==> src/rtl/cot_pkg.sv <==
// Shared types and constants for the cell owner change tracker.
// No dependencies; used by the front end, the back end and the top level of the block.
package cot_pkg;

  // Item field widths, fixed by the stream format
  localparam int OWNER_W  = 8;
  localparam int ADDR_W   = 13;
  localparam int RUNLEN_W = 13;
  localparam int IN_DATA_W  = 40;
  localparam int OUT_DATA_W = 24;

  // Owner value of a cell nobody has claimed
  localparam logic [OWNER_W-1:0] UNOWNED = 8'hFF;

  // Changed flags are stored as words of this many cells
  localparam int FLAG_W  = 32;
  localparam int FLAG_SH = 5;

  // Command queue depth between front and back
  localparam int QUEUE_DEPTH = 4;

  // Item operation codes, also used as command kind
  typedef enum logic {
    CMD_MARK  = 1'b0,
    CMD_DRAIN = 1'b1
  } cmd_kind_t;

endpackage

==> src/rtl/cot_front.sv <==
// Front end: accepts items, drops ignored marks, normalizes run lengths
// and pushes commands into the queue. Depends on cot_pkg.
module cot_front
  import cot_pkg::*;
#(
  parameter int ARENA_CELLS = 6144,
  parameter int CMD_W       = 32
) (
  input  logic                 rst_n,
  // input item channel
  input  logic                 in_tvalid,
  output logic                 in_tready,
  input  logic [IN_DATA_W-1:0] in_tdata,   // run_mode, owner, address, address_valid,
                                           // run_length, to_register, zero pad
  input  logic                 in_tuser,   // operation
  // command queue push side
  input  logic                 init_done,
  input  logic                 q_full,
  output logic                 q_push,
  output logic [CMD_W-1:0]     q_data
);

  localparam int IW = $clog2(ARENA_CELLS);
  localparam int LW = $clog2(ARENA_CELLS + 1);

  typedef logic [IW-1:0] cell_t;
  typedef logic [LW-1:0] len_t;

  typedef struct packed {
    cmd_kind_t            kind;
    logic [OWNER_W-1:0]   owner;
    cell_t                first_cell;
    len_t                 len;
  } cmd_t;

  // Item fields
  logic                run_mode;
  logic [OWNER_W-1:0]  owner;
  logic [ADDR_W-1:0]   address;
  logic                address_valid;
  logic [RUNLEN_W-1:0] run_length;
  logic                to_register;

  assign run_mode      = in_tdata[0];
  assign owner         = in_tdata[8:1];
  assign address       = in_tdata[21:9];
  assign address_valid = in_tdata[22];
  assign run_length    = in_tdata[35:23];
  assign to_register   = in_tdata[36];

  logic is_drain;
  logic mark_ok;
  logic len_sat;
  cmd_t cmd;

  // Classification: a drain always goes through, a mark only when it touches a cell
  always_comb begin
    is_drain = (in_tuser == CMD_DRAIN);
    len_sat  = (32'(run_length) > 32'(ARENA_CELLS));
    mark_ok  = address_valid && !to_register &&
               (32'(address) < 32'(ARENA_CELLS)) &&
               (!run_mode || (run_length != '0));
    cmd.kind       = is_drain ? CMD_DRAIN : CMD_MARK;
    cmd.owner      = owner;
    cmd.first_cell = cell_t'(address);
    if (!run_mode) begin
      cmd.len = len_t'(1);
    end else if (len_sat) begin
      cmd.len = len_t'(ARENA_CELLS);
    end else begin
      cmd.len = len_t'(run_length);
    end
  end

  // No item is taken before the clearing pass is over
  assign in_tready = init_done && !q_full && rst_n;
  assign q_push    = in_tvalid && in_tready && (is_drain || mark_ok);
  assign q_data    = cmd;

endmodule

==> config.mk <==
export PLATFORM = sky130hd
export DESIGN_NAME = cot_front
export DESIGN_NICKNAME = d
export VERILOG_FILES = /design/src/rtl/cot_pkg.sv /design/src/rtl/cot_front.sv
export SDC_FILE = /design/constraint.sdc
export NUM_CORES = 1
export LEC_CHECK = 0
export ABC_AREA = 0
export ABC_CLOCK_PERIOD_IN_PS = 1150
export BUFFER_PORTS_ARGS = -buffer_cell sky130_fd_sc_hd__buf_2
export CAP_MARGIN = 0
export CORE_AREA = 3 3 40 42
export DETAILED_ROUTE_END_ITERATION = 10
export DIE_AREA = 0 0 43 45
export PLACE_DENSITY = 0.91
export RECOVER_POWER = 25
export SLEW_MARGIN = 25
export SYNTH_ARGS = -nofsm -noshare
export SYNTH_HDL_FRONTEND = slang
export SYNTH_SLANG_ARGS = --single-unit
==> constraint.sdc <==
create_clock -name vclk -period 1.15
set_clock_uncertainty 0.1 [all_clocks]
set_input_delay 0.115 -clock vclk [all_inputs]
set_output_delay 0.115 -clock vclk [all_outputs]
set_load 0.03 [all_outputs]
==> impl_summary.log <==
INFO  metric drc = 0
INFO  metric worst_path_largest_cell_delay = 0.27 ns
INFO  metric placementRows = 13
INFO  metric crit_top_cell = sky130_fd_sc_hd__buf_6
INFO  metric power_density = 442 mW/mm²
INFO  metric finalCoreUtilization = 0.361
INFO  metric iter_0_drt_violations = 3
INFO  metric hold_violations = 0
INFO  metric start_util = 0.250
INFO  metric crit_path_cell_trace = buf_6 > nor4_4 > nand4_1 > o2111a_1 > buf_6
INFO  metric peakVddDrop = 0.147 mV
INFO  metric max_slew.worst_pin.slew = 0.260 ns
INFO  metric final.hold.worst_slack = 0.130 ns
INFO  metric design.portCount = 79
INFO  metric yosysWarningCount = 0
INFO  metric holdCritPathClass = in -> out
INFO  metric avgSynthCellArea = 6.99 µm²
INFO  metric grt_overflow_total = 0
INFO  metric cap_viol_max_count = 0
INFO  metric first_global_vias = 379
INFO  metric achievable-frequency = 0.889 GHz
INFO  metric area_delta_synth_final = 44.4%
INFO  metric clock_buffer_instance_count_of_the_final_layout = 0
INFO  metric sequential_cell_total = 0
INFO  metric post_synth_main_area_contributors = sky130_fd_sc_hd__buf_4, sky130_fd_sc_hd__and3_1, sky130_fd_sc_hd__nor4_2, sky130_fd_sc_hd__nand2_1, sky130_fd_sc_hd__o2111a_1
INFO  metric min-delay-start = in_tdata[14]
INFO  metric grt_util_all_layers = 0.119
INFO  metric detailed_place_hpwl = 940 µm
INFO  metric timing.slew.headroom = 0.825
INFO  metric core-area = 0.00128 mm²
INFO  metric synth_fp_nets = 91
INFO  metric dp.cells = 81
INFO  metric critPathLaunch = in_tuser
INFO  metric netlist_top_cells_count = sky130_fd_sc_hd__buf_4, sky130_fd_sc_hd__and3_1, sky130_fd_sc_hd__nand2_1
INFO  metric area.sequential = 0 µm²
INFO  metric wl = 1110 µm
INFO  metric total_leakage_power = 0.280 nW
INFO  metric final_period_minus_worst_setup_slack = 1.12 ns
INFO  metric fillers = 136
INFO  metric avg_wl_per_cell = 13.8 µm
INFO  metric layout.cells.non_filler = 81
INFO  metric number_of_antenna_violations_at_the_first_check_in_global_routing = 0
INFO  metric route.detailed.vias_per_inst = 4.90
INFO  metric grt_setup_unrepaired = yes
INFO  metric post_synth_num_cell_types = 13
INFO  metric setup.worst_path.end = q_push
INFO  metric dieArea = 0.00194 mm²
INFO  metric post-route-period-util = 0.978
INFO  metric finish.net_count = 113
INFO  metric critPathLaunchType = primary input
INFO  metric synth_area_leader_cell = sky130_fd_sc_hd__buf_4
INFO  metric grt_pass1_wl = 1820 µm
INFO  metric detail_route.first_pass.iterations = 4
INFO  metric drv_slew = 0
INFO  metric synth_largest_type_area_fraction = 0.444
INFO  metric crit_slowest_cell = sky130_fd_sc_hd__nor4_4
INFO  metric num_antenna_cells = 0
INFO  metric die_x = 43 µm
INFO  metric cp.arrival = 0.91 ns
INFO  metric run_status = completed
INFO  metric synth_area = 322 µm²
INFO  metric critPathRequiredTime = 0.94 ns
INFO  metric portBuffers = 40
INFO  metric grt_start_max_net_pins = 14
INFO  metric chipHeight = 45 µm
INFO  metric gp_congestion = 0.626
INFO  metric tns = 0 ns
INFO  metric final_layout_size_suffix_gt1_frac = 0.712
INFO  metric setup.worst_path.end_class = output pin
INFO  metric synth_most_common_cell = sky130_fd_sc_hd__buf_4
INFO  metric multiInputGateArea = 196 µm²
INFO  metric drt.antenna.violating_nets = 0
INFO  metric cp.buffers_inverters = 2
INFO  metric via_count = 397
INFO  metric critPathKind = in -> out
INFO  metric setup_violations = 0
INFO  metric worst-path-stages = 5
INFO  metric synth.yosys.seq_area_share = 0
INFO  metric synth_cells = 46
INFO  metric path_max_fanout = 2
INFO  metric critical_path.top_delay_family = simple AND/OR/NAND/NOR gates
## through the flow
stage / setup WS, ns / cell area, µm² / power, mW
after global routing: -0.0219 / 464 / 0.222
after floorplan: 0.0604 / 324 / 0.214
after CTS: -0.00323 / 447 / 0.200
final: 0.0256 / 464 / 0.205
after global placement: -0.0180 / 398 / 0.177
after detailed placement: -0.0756 / 398 / 0.183
## cells by family (layout without fill, tap and decap cells)
group                  Yosys count  count (layout)  synth area share
AOI/OAI and AO/OA                2               2            0.0584
and+or+nand+nor                 22              22             0.455
buffers and inverters           22              42             0.486
## power by group
part | switching, mW | internal (mW)
logic | 0.123 | 0.0826
clock network | 0 | 0
registers | 0 | 0
## worst min-delay path by stage
stage / end / slack [ns] / depth (start not counted)
after global routing: q_data[29] / 0.13 / 0
final: q_data[18] / 0.13 / 0
after detailed placement: q_data[13] / 0.13 / 0
after global placement: q_data[13] / 0.13 / 0
after floorplan: in_tready / 0.20 / 1
after CTS: q_data[13] / 0.13 / 0
## routing by layer
metal	track usage	wire length [µm]	vias to the layer above	share of wire
met2	0.246	573	38	0.51
met5	0	0	-	0
met3	0.0279	183	8	0.16
met1	0.117	331	168	0.30
met4	0.0301	27	0	0.024
li1	-	-	183	-
## layout by cell type (no fill, tap or decap)
| cell | synthesis | routed |
|---|---|---|
| sky130_fd_sc_hd__a211oi_1 | 1 | 1 |
| sky130_fd_sc_hd__o2111a_1 | 1 | 1 |
| sky130_fd_sc_hd__buf_2 | 2 | 34 |
| sky130_fd_sc_hd__nor2_2 | 0 | 1 |
| sky130_fd_sc_hd__nand4_1 | 1 | 1 |
| sky130_fd_sc_hd__nor4_4 | 0 | 3 |
| sky130_fd_sc_hd__nor3b_1 | 1 | 1 |
| sky130_fd_sc_hd__buf_4 | 19 | 1 |
| sky130_fd_sc_hd__and3_1 | 10 | 10 |
| sky130_fd_sc_hd__and2_2 | 1 | 1 |
| sky130_fd_sc_hd__and2_1 | 1 | 1 |
| sky130_fd_sc_hd__buf_6 | 0 | 6 |
| sky130_fd_sc_hd__nand2_1 | 4 | 3 |
| sky130_fd_sc_hd__nand2_2 | 0 | 1 |
| sky130_fd_sc_hd__inv_1 | 1 | 1 |
## layout make-up
type,instances,area share
Inverter,1,0.00809
Multi-Input combinational cell,24,0.423
Tap cell,15,0.0404
Timing Repair Buffer,41,0.528
## what timing repair did
action	CTS	global route
gates resized for setup	9	3
gates cloned	0	0
hold buffers	0	0
endpoints found under the setup margin	1	7
pin swaps	4	3
buffers inserted	0	0
Note: power is estimated with default switching activity, not from simulation.
