## src/rtl/cot_queue.sv

```systemverilog
// Small command queue between front and back ends.
// No package dependencies; register-based storage.
module cot_queue #(
  parameter int W     = 32,
  parameter int DEPTH = 4
) (
  input  logic         clk,
  input  logic         rst_n,
  input  logic         push,
  input  logic [W-1:0] push_data,
  output logic         full,
  input  logic         pop,
  output logic [W-1:0] pop_data,
  output logic         empty
);

  localparam int PW = (DEPTH > 1) ? $clog2(DEPTH) : 1;
  localparam int CW = $clog2(DEPTH + 1);

  logic [W-1:0]  slot_r [DEPTH];
  logic [PW-1:0] wr_ptr_r, wr_ptr_nxt;
  logic [PW-1:0] rd_ptr_r, rd_ptr_nxt;
  logic [CW-1:0] count_r,  count_nxt;

  assign full     = (count_r == CW'(DEPTH));
  assign empty    = (count_r == '0);
  assign pop_data = slot_r[rd_ptr_r];

  // Pointer and count update
  always_comb begin
    wr_ptr_nxt = wr_ptr_r;
    rd_ptr_nxt = rd_ptr_r;
    count_nxt  = count_r;
    if (push && !full) begin
      wr_ptr_nxt = (wr_ptr_r == PW'(DEPTH - 1)) ? '0 : wr_ptr_r + PW'(1);
    end
    if (pop && !empty) begin
      rd_ptr_nxt = (rd_ptr_r == PW'(DEPTH - 1)) ? '0 : rd_ptr_r + PW'(1);
    end
    if ((push && !full) && !(pop && !empty)) begin
      count_nxt = count_r + CW'(1);
    end else if (!(push && !full) && (pop && !empty)) begin
      count_nxt = count_r - CW'(1);
    end
  end

  always_ff @(posedge clk) begin
    if (!rst_n) begin
      wr_ptr_r <= '0;
      rd_ptr_r <= '0;
      count_r  <= '0;
    end else begin
      wr_ptr_r <= wr_ptr_nxt;
      rd_ptr_r <= rd_ptr_nxt;
      count_r  <= count_nxt;
    end
  end

  // Storage
  always_ff @(posedge clk) begin
    if (push && !full) begin
      slot_r[wr_ptr_r] <= push_data;
    end
  end

endmodule

```

## config.mk

```make
export PLATFORM = sky130hd
export DESIGN_NAME = cot_queue
export DESIGN_NICKNAME = d
export VERILOG_FILES = /design/src/rtl/cot_queue.sv
export SDC_FILE = /design/constraint.sdc
export NUM_CORES = 1
export LEC_CHECK = 0
export ABC_AREA = 1
export BUFFER_PORTS_ARGS = -buffer_cell sky130_fd_sc_hd__buf_2
export CORE_AREA = 2 2 98 100
export CTS_BUF_LIST = sky130_fd_sc_hd__clkbuf_8
export DETAILED_ROUTE_END_ITERATION = 8
export DIE_AREA = 0 0 100 102
export HOLD_SLACK_MARGIN = 0.03
export PLACE_DENSITY_LB_ADDON = 0.05
export SLEW_MARGIN = 25
export SYNTH_ARGS = -nofsm -noshare
export SYNTH_HDL_FRONTEND = slang
export SYNTH_SLANG_ARGS = --single-unit
export TNS_END_PERCENT = 100
```

## constraint.sdc

```tcl
create_clock -name clk -period 3.15 [get_ports clk]
set_input_delay 0.63 -clock clk [delete_from_list [all_inputs] [get_ports clk]]
set_output_delay 0.63 -clock clk [all_outputs]
set_load 0.01 [all_outputs]
```

==> results.toml, run 1 <==
[status]
outcome = "completed"

[final_layout]
fin_nets = 499
final_cell_mix = "edfxtp_1, nor2_1, buf_2"
drive_gt1_share_pct = 24.1
synthToLayoutAreaGrowth_pct = 16.0
n_fill_cell = 674
mostFrequentLayoutCell = "edfxtp_1"
antenna-diode-count = 0

[power_and_ir_drop]
p_comb_share_pct = 26.3
ir_drop_mv = 0.469
leakage_uw = 0.00224
p_switching_uw = 1640
power.clock.fraction_pct = 29.2
p_per_area_mw_per_mm2 = 851
intPower_uw = 3570
seq_power_share_pct = 44.5
p_sw_share_pct = 31.4

[floorplanning]
io_pins = 70
start_util_pct = 57.9
die_height_um = 102
die_area_mm2 = 0.0102
fp.dieW_um = 100
core-area_mm2 = 0.00911
rows = 35

[clocking]
clockBufferDepth = 2
tritoncts = "built"
path_clk_slew_ps = 80
cts-buffers-inserted = 17
cts_sinks = 137
clk_latency_ps = 410
h-tree-depth = 4
cts.repair.resized = 0
ctsHoldBuffers = 0
cts-root-buf = "clkbuf_8"
post_cts_buffers = 0

[logic_synthesis]
synth_top_area_share_pct = 72.9
syn_nets = 424
yosysUniqueCellTypes = 20
ys_seq_area_share_pct = 76.3
synth_edf_count = 128
ys_ff_latch = 137
synthTopCellsByArea = "edfxtp_1, nor2_1, o22ai_1"
async_reset_ff_share_pct = 0
netlist_instances = 381
synth_top_area_cell = "edfxtp_1"
ys_warn_count = 0
syn_area_mm2 = 0.00528
synth_ff_type = "edfxtp_1"
syn_avg_cell_area_um2 = 13.8

[run]
drv_cap = 0

[routing]
firstDrtPassIters = 4
vias_per_cell = 5.43
drt-total-wl_um = 9470
drt_iter0_drc = 158
vias = 3144
route.detailed.drc = 0
wl_per_cell_um = 16.4
ant_nets = 0

[global_routing]
grt_overflow = 0
groute.usage.overall_pct = 19.7
antenna_found_initial = 0
grt_max_degree = 65
grt_pass1_vias = 3075
grt_pass1_wl_um = 15100

[sta]
fmax_mhz = 385
rsz0062_at_grt = "false"
finalHoldViolations = 0
slew_headroom_pct = 59.7
slew_viol_final = 0
setup_violations = 0
tns_ps = 0
hold-worst-slack_ps = 425
min_period_over_period_pct = 82.5
period_needed_ps = 2600
max_slew.worst_pin.slew_ps = 604
finClkSkew_ps = 8.46

[worst_setup_path]
crit_type = "flip-flop to primary output"
critPathLaunchType = "flip-flop"
path_max_fanout = 64
critPathCaptureType = "primary output"
worstPathRequired_ps = 2520
worstPathArrival_ps = 1970

[placed_design]
place.detailed.hpwl_um = 5270
place_congestion = 0.780
numPortBuffers = 69

[worst_hold_path]
hold_class = "primary input to flip-flop"
## metal layers
layer	wire (µm)	track usage, %	up-vias
met5	0	0	-
met1	4240	26.8	1507
met2	4670	32.0	90
li1	-	-	1543
met3	533	5.27	4
met4	31	5.37	0
## logic make-up (layout without fill, tap and decap cells)
family	after synthesis	after routing	share of synthesized area, %
AO/OA/AOI/OAI	100	100	10.2
AND/OR/NAND/NOR	99	99	7.19
buffers and inverters	38	125	4.48
adder cells (fa/ha/maj)	7	7	1.80
flip-flops	137	137	76.3
## layout make-up
type | instances | area [µm²] | share of cell area [%]
Sequential cell | 137 | 4030 | 65.8
Multi-Input combinational cell | 206 | 1040 | 17.1
Inverter | 19 | 78.8 | 1.29
Clock buffer | 17 | 234 | 3.82
Clock inverter | 14 | 195 | 3.19
Tap cell | 111 | 139 | 2.27
Timing Repair Buffer | 75 | 403 | 6.58
## Yosys cell counts (all sizes together) (2+ instances only)
library cell and n:
buf 18, a21oi 2, edfxtp 128, o21ai 66
ha 6, nand2 15, o22ai 32, dfxtp 9
nor2 81, inv 19
## per-stage QoR
step           total power (µW)  worst slack, ps  instances  utilization [%]  instance area [µm²]
6_report                   5210              553        579             67.2                 6120
5_1_grt                    5510              390        579             67.2                 6120
4_1_cts                    5260              499        579             67.2                 6120
3_5_place_dp               3740              934        548             62.5                 5690
3_3_place_gp               3720              991        548             62.5                 5690
2_1_floorplan              3290              600        381                -                 5280
## registers in the layout (all words and copies together), names as in the netlist, named ones only
| name | cells |
|---|---|
| slot_r | 128 |
| count_r | 3 |
| rd_ptr_r | 2 |
| wr_ptr_r | 2 |
## worst paths after layout
kind / startpoint / to / slack (ps) / cells past startpoint
worst max-delay path: flip-flop / pop_data[23] / 550 / 5
worst min-delay path: push_data[11] / slot_r[1][11] / 420 / 1
worst max register to register: count_r[1] / count_r[1] / 1070 / 9
worst min register to register: count_r[0] / count_r[0] / 510 / 2
## power by group through the flow
stage | Clock (µW) | Combinational, µW | Sequential (µW)
6_report | 1520 | 1370 | 2320
5_1_grt | 1630 | 1540 | 2340
4_1_cts | 1550 | 1390 | 2320
3_5_place_dp | 0 | 1380 | 2360
3_3_place_gp | 0 | 1370 | 2350
2_1_floorplan | 0 | 962 | 2320
## worst max-delay path, cell delays in order, from the launching register on
cell and delay (ps):
dfxtp_2 620, buf_12 280, inv_8 150, o21ai_0 200
o22ai_1 110, buf_2 150
Note: power is estimated with default switching activity, not from simulation.
==> run 2: changes to the inputs <==
--- a/config.mk
+++ b/config.mk
@@ -5,12 +5,12 @@
 export SDC_FILE = /design/constraint.sdc
 export NUM_CORES = 1
 export LEC_CHECK = 0
-export ABC_AREA = 1
+export ABC_AREA = 0
 export BUFFER_PORTS_ARGS = -buffer_cell sky130_fd_sc_hd__buf_2
-export CORE_AREA = 2 2 98 100
+export CORE_AREA = 2 2 102 104
 export CTS_BUF_LIST = sky130_fd_sc_hd__clkbuf_8
 export DETAILED_ROUTE_END_ITERATION = 8
-export DIE_AREA = 0 0 100 102
+export DIE_AREA = 0 0 104 106
 export HOLD_SLACK_MARGIN = 0.03
 export PLACE_DENSITY_LB_ADDON = 0.05
 export SLEW_MARGIN = 25
==> constraint.sdc (replaced) <==
create_clock -name clk -period 2.3 [get_ports clk]
set_input_delay 0.46 -clock clk [delete_from_list [all_inputs] [get_ports clk]]
set_output_delay 0.46 -clock clk [all_outputs]
set_load 0.01 [all_outputs]
==> run 2 against run 1 <==
Area after synthesis shrank 2.6%. Clock skew about the same. Worst hold slack got worse by 170 ps. Largest cell class unchanged. Largest power group unchanged. Highest routed layer unchanged.
==> results.toml, run 2 <==
[logic_synthesis]
syn_nets = 261
yosysUniqueCellTypes = 25
synth_top_area_cell = "edfxtp_1"
synth_commonest_cells = "edfxtp_1, mux4_2, dfxtp_1"
syn_area_mm2 = 0.00514
synth_xor_area_share_pct = 0.341
ys_warn_count = 0
ys_seq_area_share_pct = 78.3
synth_edf_count = 128
yosys.area_share.simple_pct = 2.09
yosysMostFrequentCell = "edfxtp_1"
syn_avg_cell_area_um2 = 23.6
ys_ff_latch = 137
async_reset_ff_share_pct = 0
synthTopCellsByArea = "edfxtp_1, mux4_2, dfxtp_1"
synth_ff_type = "edfxtp_1"
synth_top_area_share_pct = 74.8
netlist_instances = 218
synth_top_family_by_area = "multiplexers"
synthMuxAreaShare_pct = 14.8
synth_compound_area_share_pct = 0.584
synthAdderAreaFrac_pct = 1.85

[status]
outcome = "completed"

[floorplanning]
die_height_um = 106
die_area_mm2 = 0.0110
start_util_pct = 51.4
rows = 37
core-area_mm2 = 0.0100
io_pins = 70
fp.dieW_um = 104

[sta]
slew_headroom_pct = 74.1
setup_violations = 0
period_needed_ps = 2210
max_slew.worst_pin.slew_ps = 389
min_period_over_period_pct = 95.9
worst_slack_ps = 94.7
finalHoldViolations = 0
fmax_mhz = 453
tns_ps = 0
finClkSkew_ps = 8.47
slew_viol_final = 0
hold-worst-slack_ps = 251
rsz0062_at_grt = "false"

[clocking]
h-tree-depth = 4
tritoncts = "built"
post_cts_buffers = 0
cts_sinks = 137
cts.repair.resized = 0
clk_latency_ps = 420
ctsHoldBuffers = 0
path_clk_slew_ps = 70
cts-buffers-inserted = 17
clockBufferDepth = 2
cts-root-buf = "clkbuf_8"

[placed_design]
place_ws_ps = 16.7
dp_cells = 426
place.detailed.hpwl_um = 5150
numPortBuffers = 69
place_congestion = 0.692

[routing]
route.detailed.drc = 0
vias = 2362
vias_per_cell = 5.15
drt_iter0_drc = 103
drt-total-wl_um = 8510
wl_per_cell_um = 18.5
firstDrtPassIters = 4
ant_nets = 0

[global_routing]
groute.usage.overall_pct = 16.2
grt_pass1_vias = 2462
grt_pass1_wl_um = 13000
antenna_found_initial = 0
grt_max_degree = 33
grt_overflow = 0

[worst_setup_path]
critPathTopFamily = "multiplexers"
critPathLaunchType = "flip-flop"
critPathCaptureType = "primary output"
cp_num_buf_inv = 2
cpMaxStageDelayCell = "mux4_1"
slowest_delay_ps = 600
worstPathArrival_ps = 1750
path_cells = "buf_12 -> mux4_1 -> buf_2"
worstPathRequired_ps = 1840
crit_type = "flip-flop to primary output"
path_max_fanout = 11

[power_and_ir_drop]
seq_power_share_pct = 47.6
p_comb_share_pct = 23.6
p_per_area_mw_per_mm2 = 1080
p_sw_share_pct = 26.1
p_switching_uw = 1740
intPower_uw = 4910
power.clock.fraction_pct = 28.8
power.total_uw = 6650
leakage_uw = 0.00213
ir_drop_mv = 0.497

[final_layout]
final_cells = 459
antenna-diode-count = 0
drive_gt1_share_pct = 46.1
mostFrequentLayoutCell = "edfxtp_1"
largest_reg_flops = 128
n_fill_cell = 726
top_regs = "slot_r x128, count_r x3"
multi_input_area_mm2 = 0.00103
largest-register = "slot_r"
final_cell_mix = "edfxtp_1, buf_2, mux4_2"
fin_nets = 353
seq_area_mm2 = 0.00403
synthToLayoutAreaGrowth_pct = 19.6

[worst_hold_path]
hold_class = "primary input to flip-flop"

[run]
drv_cap = 0
==> run 2: cell types whose count changed after synthesis, sizes merged, moves of 5 or more <==
cell,previous run,this run
nor2,81,2
o21ai,66,3
mux4,0,32
o22ai,32,0
inv,19,3
buf,18,8
nand2,15,6
and2,0,5
==> run 2: power groups by stage <==
stage	Sequential, µW	Combinational, µW	Clock, µW
floorplan	3160	1080	0
global placement	3190	1540	0
detailed placement	3200	1550	0
CTS	3150	1560	1970
global route	3190	1710	2080
finish	3170	1570	1910
==> run 2: cell type report <==
class	count	share of cell area [%]
Clock buffer	17	3.81
Tap cell	136	2.77
Inverter	3	0.183
Clock inverter	15	2.63
Sequential cell	137	65.5
Timing Repair Buffer	82	8.36
Multi-Input combinational cell	69	16.7
==> run 2: worst register-to-register path, cell delays in order, from the launching register on <==
cell	delay (ps)
dfxtp_1	390
buf_4	170
nor3b_2	50
nor2b_1	160
ha_1	200
inv_1	60
fa_1	380
xor2_1	180
or3_1	310
a21boi_1	140
==> run 2: per-layer routing <==
metal	routed length (µm)	share of wire (%)	global-route usage [%]
met5	0	0	0
met4	83	0.98	5.50
met2	4310	51	26.3
met3	419	4.9	6.01
met1	3700	43	20.3
==> run 2: path summary, 6_finish.rpt <==
check / slack (ps) / depth (start not counted) / startpoint / end
min reg2reg: 500 / 2 / wr_ptr_r[1] / wr_ptr_r[1]
max reg2reg: 210 / 9 / count_r[0] / count_r[2]
max: 90 / 3 / flip-flop / pop_data[12]
min: 250 / 1 / push_data[22] / slot_r[2][22]
==> run 2: cells by family after synthesis <==
kind of cell | Yosys count
fa+ha+maj | 7
buf+inv | 12
mux | 35
simple gates | 20
flops | 137
xor+xnor | 2
compound gates | 5
==> run 2: per-stage QoR <==
| stage | util, % | area (µm²) |
|---|---|---|
| after global routing | 61.5 | 6150 |
| after detailed placement | 57.1 | 5710 |
| final | 61.5 | 6150 |
| after floorplan | - | 5140 |
| after CTS | 61.0 | 6100 |
| after global placement | 57.1 | 5710 |
